===== src/rtl/core/skn_pkg.sv =====
// Package for the sorted key node table: request and result item types,
// request and status codes, sequencer states and default sizes.
// Used by every module under rtl/core.
package skn_pkg;

    localparam int MAX_KEYS_DEF = 64;   // default node capacity
    localparam int KEY_BITS_DEF = 32;   // default stored key width
    localparam int KEY_FIELD_W  = 32;   // key field of a request item
    localparam int REC_W        = 32;   // page and slot width
    localparam int POS_W        = 7;    // position and entry_count fields

    typedef enum logic [1:0] {
        REQ_LOOKUP = 2'd0,
        REQ_INSERT = 2'd1,
        REQ_REMOVE = 2'd2
    } t_req_type;

    typedef enum logic [1:0] {
        ST_DONE   = 2'd0,
        ST_ABSENT = 2'd1,
        ST_DUP    = 2'd2,
        ST_FULL   = 2'd3
    } t_status;

    typedef struct packed {
        logic [1:0]             req_type;
        logic [KEY_FIELD_W-1:0] key;
        logic [REC_W-1:0]       rec_page;
        logic [REC_W-1:0]       rec_slot;
    } t_req;

    typedef struct packed {
        logic [1:0]       status;
        logic [POS_W-1:0] position;
        logic [POS_W-1:0] entry_count;
        logic [REC_W-1:0] found_page;
        logic [REC_W-1:0] found_slot;
    } t_res;

    // Result of the shared key comparator.
    typedef struct packed {
        logic lt;   // stored key below search key
        logic eq;   // stored key equal to search key
    } t_cmp_res;

    typedef enum logic [3:0] {
        S_IDLE,
        S_SRCH,     // issue read of bisection midpoint
        S_SCMP,     // compare midpoint, narrow the range
        S_HRD,      // issue read of lower-bound entry
        S_HCMP,     // check lower-bound entry for a hit
        S_EXEC,     // pick the action and the status
        S_UP_RD,    // insert shift: read entry below
        S_UP_WR,    // insert shift: write it one place up
        S_INS,      // insert: write the new entry
        S_DN_RD,    // remove shift: read entry above
        S_DN_WR,    // remove shift: write it one place down
        S_DONE      // hand the result to the output register
    } t_state;

endpackage


===== src/rtl/core/skn_cmp.sv =====
// Shared key comparator of the sorted key node table.
// Depends on skn_pkg for the comparison result type.
module skn_cmp
    import skn_pkg::*;
#(
    parameter int KEY_BITS = KEY_BITS_DEF
) (
    input  logic [KEY_BITS-1:0] i_a,
    input  logic [KEY_BITS-1:0] i_b,
    input  logic                i_signed,
    output t_cmp_res            o_res
);

    logic [KEY_BITS-1:0] w_flip;
    logic [KEY_BITS-1:0] w_a;
    logic [KEY_BITS-1:0] w_b;

    // Flip the sign bit so that a signed order becomes an unsigned one.
    assign w_flip  = {i_signed, {(KEY_BITS-1){1'b0}}};
    assign w_a     = i_a ^ w_flip;
    assign w_b     = i_b ^ w_flip;
    assign o_res.lt = (w_a < w_b);
    assign o_res.eq = (w_a == w_b);

endmodule


===== config.mk =====
export PLATFORM = sky130hd
export DESIGN_NAME = skn_cmp
export DESIGN_NICKNAME = d
export VERILOG_FILES = /design/src/rtl/core/skn_pkg.sv /design/src/rtl/core/skn_cmp.sv
export SDC_FILE = /design/constraint.sdc
export NUM_CORES = 1
export LEC_CHECK = 0
export ABC_AREA = 1
export BUFFER_PORTS_ARGS = -buffer_cell sky130_fd_sc_hd__buf_2
export CORE_ASPECT_RATIO = 0.7
export CORE_MARGIN = 4
export CORE_UTILIZATION = 43
export DETAILED_ROUTE_END_ITERATION = 8
export GPL_ROUTABILITY_DRIVEN = 0
export PLACE_DENSITY = 0.89
export SLEW_MARGIN = 25
export SYNTH_ARGS = -nofsm -noshare
export SYNTH_HDL_FRONTEND = slang
export SYNTH_SLANG_ARGS = --single-unit

===== constraint.sdc =====
create_clock -name vclk -period 1.4
set_input_delay 0.07 -clock vclk [all_inputs]
set_output_delay 0.07 -clock vclk [all_outputs]
set_load 0.005 [all_outputs]

Word level (Yosys, flattened, before mapping):

Cells that the tools add are included.

* flip-flop bits (word level): 0
* bits of input ports: 65
* output and inout bits: 2
* logic and storage cells: 4

* order comparisons: 1
* equality and inequality tests: 1
* bitwise logic cells: 2

Operators by type and width (count)
* bitwise XOR 32 bit: 2
* == test 32 bit: 1
* less-than comparator 32 bit: 1

Logic depth before layout (Yosys ltp):

Gate-level depths: netlist of run 1.

* depth in word-level cells: 2
* gate-level depth with buffers: 12
* gate-level depth less buffers: 12

Least setup slack after synthesis of run 1:

OpenSTA, ideal clock, no wires.

* kind: input to output
* from: in i_signed
* to: out o_res[0] (netlist name)
* arrival: 1051 ps
* data required time: 1330 ps
* path slack: 279 ps
* cell stages on the path: 8
* path buffers: 0
* path through: xor2_1 > ha_1 > nand2_1 > inv_1 > nand3_2 > nor3_2 > inv_2 > nor3_2

RTL lines
* start: declaration: RTL line skn_cmp.sv:10 `input logic i_signed,`
* end: declaration: RTL line skn_cmp.sv:11 `output t_cmp_res o_res`

==> reports/results.txt, run 1 <==
run status = complete, but fails checks
failing checks = negative setup slack
Total GRT Usage = 14.0%
Avg Inst Size Synth = 6.23 µm²
nets = 307
cells after synthesis = 141
post-detailed-route count of antenna-violating nets = 0
DR pass1 iterations = 4
Tmin final = 1410 ps
diode count = 0
Tightest Hold Check Type = input pin to primary output
Setup crit start kind = input pin
leading area contributor after synthesis = ha_1
core area = 1900 µm²
placed cells = 230
Finished Layout Cells = 230
layout cells sized above 1 = 34.1%
maxcap violations = 0
initial cell density of the core = 46.2%
WHS Endpoint = o_res[1]
synthesized area = 878 µm²
P&R area growth vs syn = 42.7%
final WL = 2090 µm
Leak = 0.875 nW
share of the synthesized area in the top cell type = 45.6%
Die ar. = 2840 µm²
Core Rows = 13
Post-synth top cells = 39 x inv_1, 32 x ha_1, 32 x nand2_1, 14 x a21oi_1, 8 x nor2_1
initial antenna violation count = 0
DRC Markers = 0
Crit path arrival time = 1340 ps
vias = 1,034
Critical Path Fanout Max = 2
CTS Hold Bufs = 0
Worst Tran Pin Value = 278 ps
final instance area = 1250 µm²
Die Width = 62.0 µm
DP HPWL = 2040 µm
hold path depth = 8
area post-placement = 1240 µm²
final hold vios = 0
fmax = 708 MHz
final worst slack = -12.6 ps
CLK BUF = 0
GRT overflow = 0
CP endpoint kind = primary output
final setup fails = 2
IO Count = 67
most used standard cell by instance count after synthesis = inv_1
Slew HR = 81.3%
ranking of synthesized cells by area = ha_1 46%, inv_1 17%, nand2_1 14%
fillers = 190
first-pass GRT wire length = 3200 µm
Port Buffers = 67
Seq Cell Count = 0
1st-iter DRT viols = 34
critical path required time = 1330 ps
largest net degree at the start of global routing = 4
final period utilization = 101%
Max rail drop VDD = 0.153 mV
type of the worst setup path = input pin to primary output
PwrDens = 259 nW/µm²
RSZ-0062 raised after global routing = yes
Ys Warns = 0
syn nets = 238
multi-input logic area = 734 µm²
Reg area = 0 µm²
DIE HEIGHT = 45.8 µm
vias in the first global route = 894
Hold Startpoint = i_a[30]
DR WL/cell = 9.09 µm
max-slew violation count = 0
Yosys cell types = 17
vias per inst = 4.50
register area share after synthesis = 0%
## layout by cell type, fill, tap and decap left out, types with 2 or more instances in the layout
cell type / count
a21oi_1: 14
nand3_1: 2
inv_1: 39
buf_2: 66
ha_1: 32
nand4_1: 2
nor2_1: 8
o21ai_0: 2
nand2_1: 32
## through the flow
step                utilization, %  setup TNS (ps)  hold slack, ps  power, mW  setup WS (ps)
finish                        65.9           -18.3             713      0.325          -12.6
global route                  65.9            -212             755      0.380           -107
CTS                           65.9           -52.2             721      0.329          -27.5
detailed placement            65.2           -94.2             723      0.322          -47.3
global placement              65.2               0             715      0.311           23.3
floorplan                        -               0             486      0.186            279
## worst max-delay path by stage
| stage | startpoint | end | slack (ps) | depth (start not counted) |
|---|---|---|---|---|
| finish | i_signed | o_res[0] | -10 | 10 |
| global route | i_signed | o_res[0] | -110 | 10 |
| CTS | i_signed | o_res[0] | -30 | 10 |
| detailed placement | i_signed | o_res[1] | -50 | 11 |
| global placement | i_signed | o_res[0] | 20 | 10 |
| floorplan | i_signed | o_res[0] | 280 | 8 |
## cells by family after synthesis
logic type,synth area share [%]
and+or+nand+nor,23.6
AOI/OAI and AO/OA,11.7
xor gates and xnor gates,1.99
buffers and inverters,17.1
adders and majority gates,45.6
## repair_timing
item | 4_1_cts | 5_1_grt
endpoints found under the setup margin | 2 | 2
cloned | 0 | 0
gates resized for setup | 2 | 0
setup buffers | 0 | 0
## final cells by class
class / count / area share, %
Inverter: 40 / 12.0
Tap cell: 22 / 2.20
Multi-Input combinational cell: 101 / 58.6
Timing Repair Buffer: 67 / 27.2
## report_power, final
group,leakage (nW),switching [mW],internal [mW]
logic,0.875,0.157,0.168
registers,0,0,0
clock network,0,0,0
total,0.875,0.157,0.168
## critical path: stages
cell	delay (ps)
buf_6	100
xor2_1	150
ha_1	300
nand2_1	80
inv_1	70
nand3_2	90
nor3_4	150
inv_2	60
nor3_2	160
buf_2	130
## layer usage
metal	wire length (µm)	share of wire (%)	global-route usage (%)
met1	957	46	18.4
met2	1000	48	26.9
met3	131	6.3	0.283
met4	0	0	0
met5	0	0	0
(Power assumes the default switching activity.)
==> run 2: changes to the inputs <==
Clock period 1.4 ns to 1.5 ns, I/O delays scaled along.
==> reports/results.txt, run 2 (synthesis results as in run 1) <==
first-pass GRT wire length = 3310 µm (+3.5%)
core area = 1900 µm² (unchanged)
CP endpoint kind = primary output
1st-iter DRT viols = 21 (-38%)
post-detailed-route count of antenna-violating nets = 0 (unchanged)
CLK BUF = 0 (unchanged)
placed cells = 230 (unchanged)
IO Count = 67 (unchanged)
Max rail drop VDD = 0.144 mV (-6.0%)
largest net degree at the start of global routing = 4 (unchanged)
Crit path arrival time = 1340 ps (about the same)
vias per inst = 4.46 (-0.87%)
commonest cells after routing, fill and taps aside = 66 x buf_2, 39 x inv_1, 32 x nand2_1, 32 x ha_1, 14 x a21oi_1
DR pass1 iterations = 4 (unchanged)
final WL = 2060 µm (-1.5%)
initial cell density of the core = 46.2% (unchanged)
DP HPWL = 2010 µm (-1.3%)
final hold vios = 0 (unchanged)
critical path required time = 1420 ps (+90 ps)
maxcap violations = 0 (unchanged)
Setup crit start kind = input pin
Die ar. = 2840 µm² (unchanged)
WHS Endpoint = o_res[1]
DIE HEIGHT = 45.8 µm (unchanged)
DRC Markers = 0 (unchanged)
CTS Hold Bufs = 0 (unchanged)
vias in the first global route = 910 (+1.8%)
PwrDens = 241 nW/µm² (-7.0%)
initial antenna violation count = 0 (unchanged)
Hold Startpoint = i_a[30]
type of the worst setup path = input pin to primary output
max-slew violation count = 0 (unchanged)
fillers = 183 (-3.7%)
diode count = 0 (unchanged)
layout cells sized above 1 = 34.1% (unchanged)
Die Width = 62.0 µm (unchanged)
run status = completed
final setup fails = 0 (-2)
Reg area = 0 µm² (unchanged)
Critical Path Fanout Max = 2 (unchanged)
Total GRT Usage = 14.5% (+0.45 points)
area post-placement = 1240 µm² (unchanged)
vias = 1,025 (-0.87%)
Slew HR = 80.2% (-1.2 points)
final instance area = 1250 µm² (unchanged)
Core Rows = 13 (unchanged)
Port Buffers = 67 (unchanged)
Tightest Hold Check Type = input pin to primary output
leading cell type in the layout, fill and taps excluded = buf_2
DR WL/cell = 8.96 µm (-1.5%)
GRT overflow = 0 (unchanged)
Tmin final = 1410 ps
final period utilization = 94.3%
Finished Layout Cells = 230 (unchanged)
Worst Tran Pin Value = 295 ps (+17.5 ps)
Seq Cell Count = 0 (unchanged)
Leak = 0.875 nW (unchanged)
fmax = 707 MHz
nets = 307 (unchanged)
P&R area growth vs syn = 42.7% (unchanged)
hold path depth = 8 (unchanged)
[run 2: cell counts in the layout (fill, tap and decap cells not counted)]
No cell type changed its count.
[run 2: final cells by class]
class              count  area [µm²]  area share (%)
inverters             40         150            12.0
multi-input cells    101         734            58.6
well taps             22        27.5            2.20
repair buffers        67         342            27.2
[run 2: worst max-delay path, stage by stage]
cell     delay [ps]
buf_6           100
xor2_1          150
ha_1            300
nand2_1          80
inv_1            70
nand3_2          90
nor3_4          150
inv_2            60
nor3_2          160
buf_2           130
[run 2: worst max-delay path by stage]
stage | start | to | slack (ps) | depth (start not counted)
after CTS | i_signed | o_res[0] | 50 | 10
after detailed placement | i_signed | o_res[0] | 50 | 10
after floorplan | i_signed | o_res[0] | 370 | 8
after global routing | i_signed | o_res[0] | -0.4 | 10
final | i_signed | o_res[0] | 90 | 10
after global placement | i_signed | o_res[0] | 110 | 10
[run 2: per-layer routing]
layer	routed length, µm	global-route usage [%]
met5	0	0
met4	0	0
met3	145	0.283
met2	970	26.7
met1	943	19.9
[run 2: power breakdown]
| group | internal (mW) | switching (mW) |
|---|---|---|
| clock network | 0 | 0 |
| registers | 0 | 0 |
| logic | 0.157 | 0.146 |
[run 2: repair_timing]
item,CTS,global route
resized for setup,0,3
setup endpoints to repair,0,2
hold endpoints to repair,0,0
buffers inserted,0,0
[run 2: per-stage QoR]
| stage | util, % | hold slack, ps | setup WS [ps] | power (mW) | TNS, ps |
|---|---|---|---|---|---|
| after floorplan | - | 496 | 369 | 0.174 | 0 |
| after global placement | 65.2 | 726 | 114 | 0.291 | 0 |
| after detailed placement | 65.2 | 725 | 48.8 | 0.300 | 0 |
| after CTS | 65.2 | 729 | 47.9 | 0.302 | 0 |
| after global routing | 65.9 | 780 | -0.358 | 0.357 | -0.358 |
| final | 65.9 | 725 | 85.8 | 0.302 | 0 |
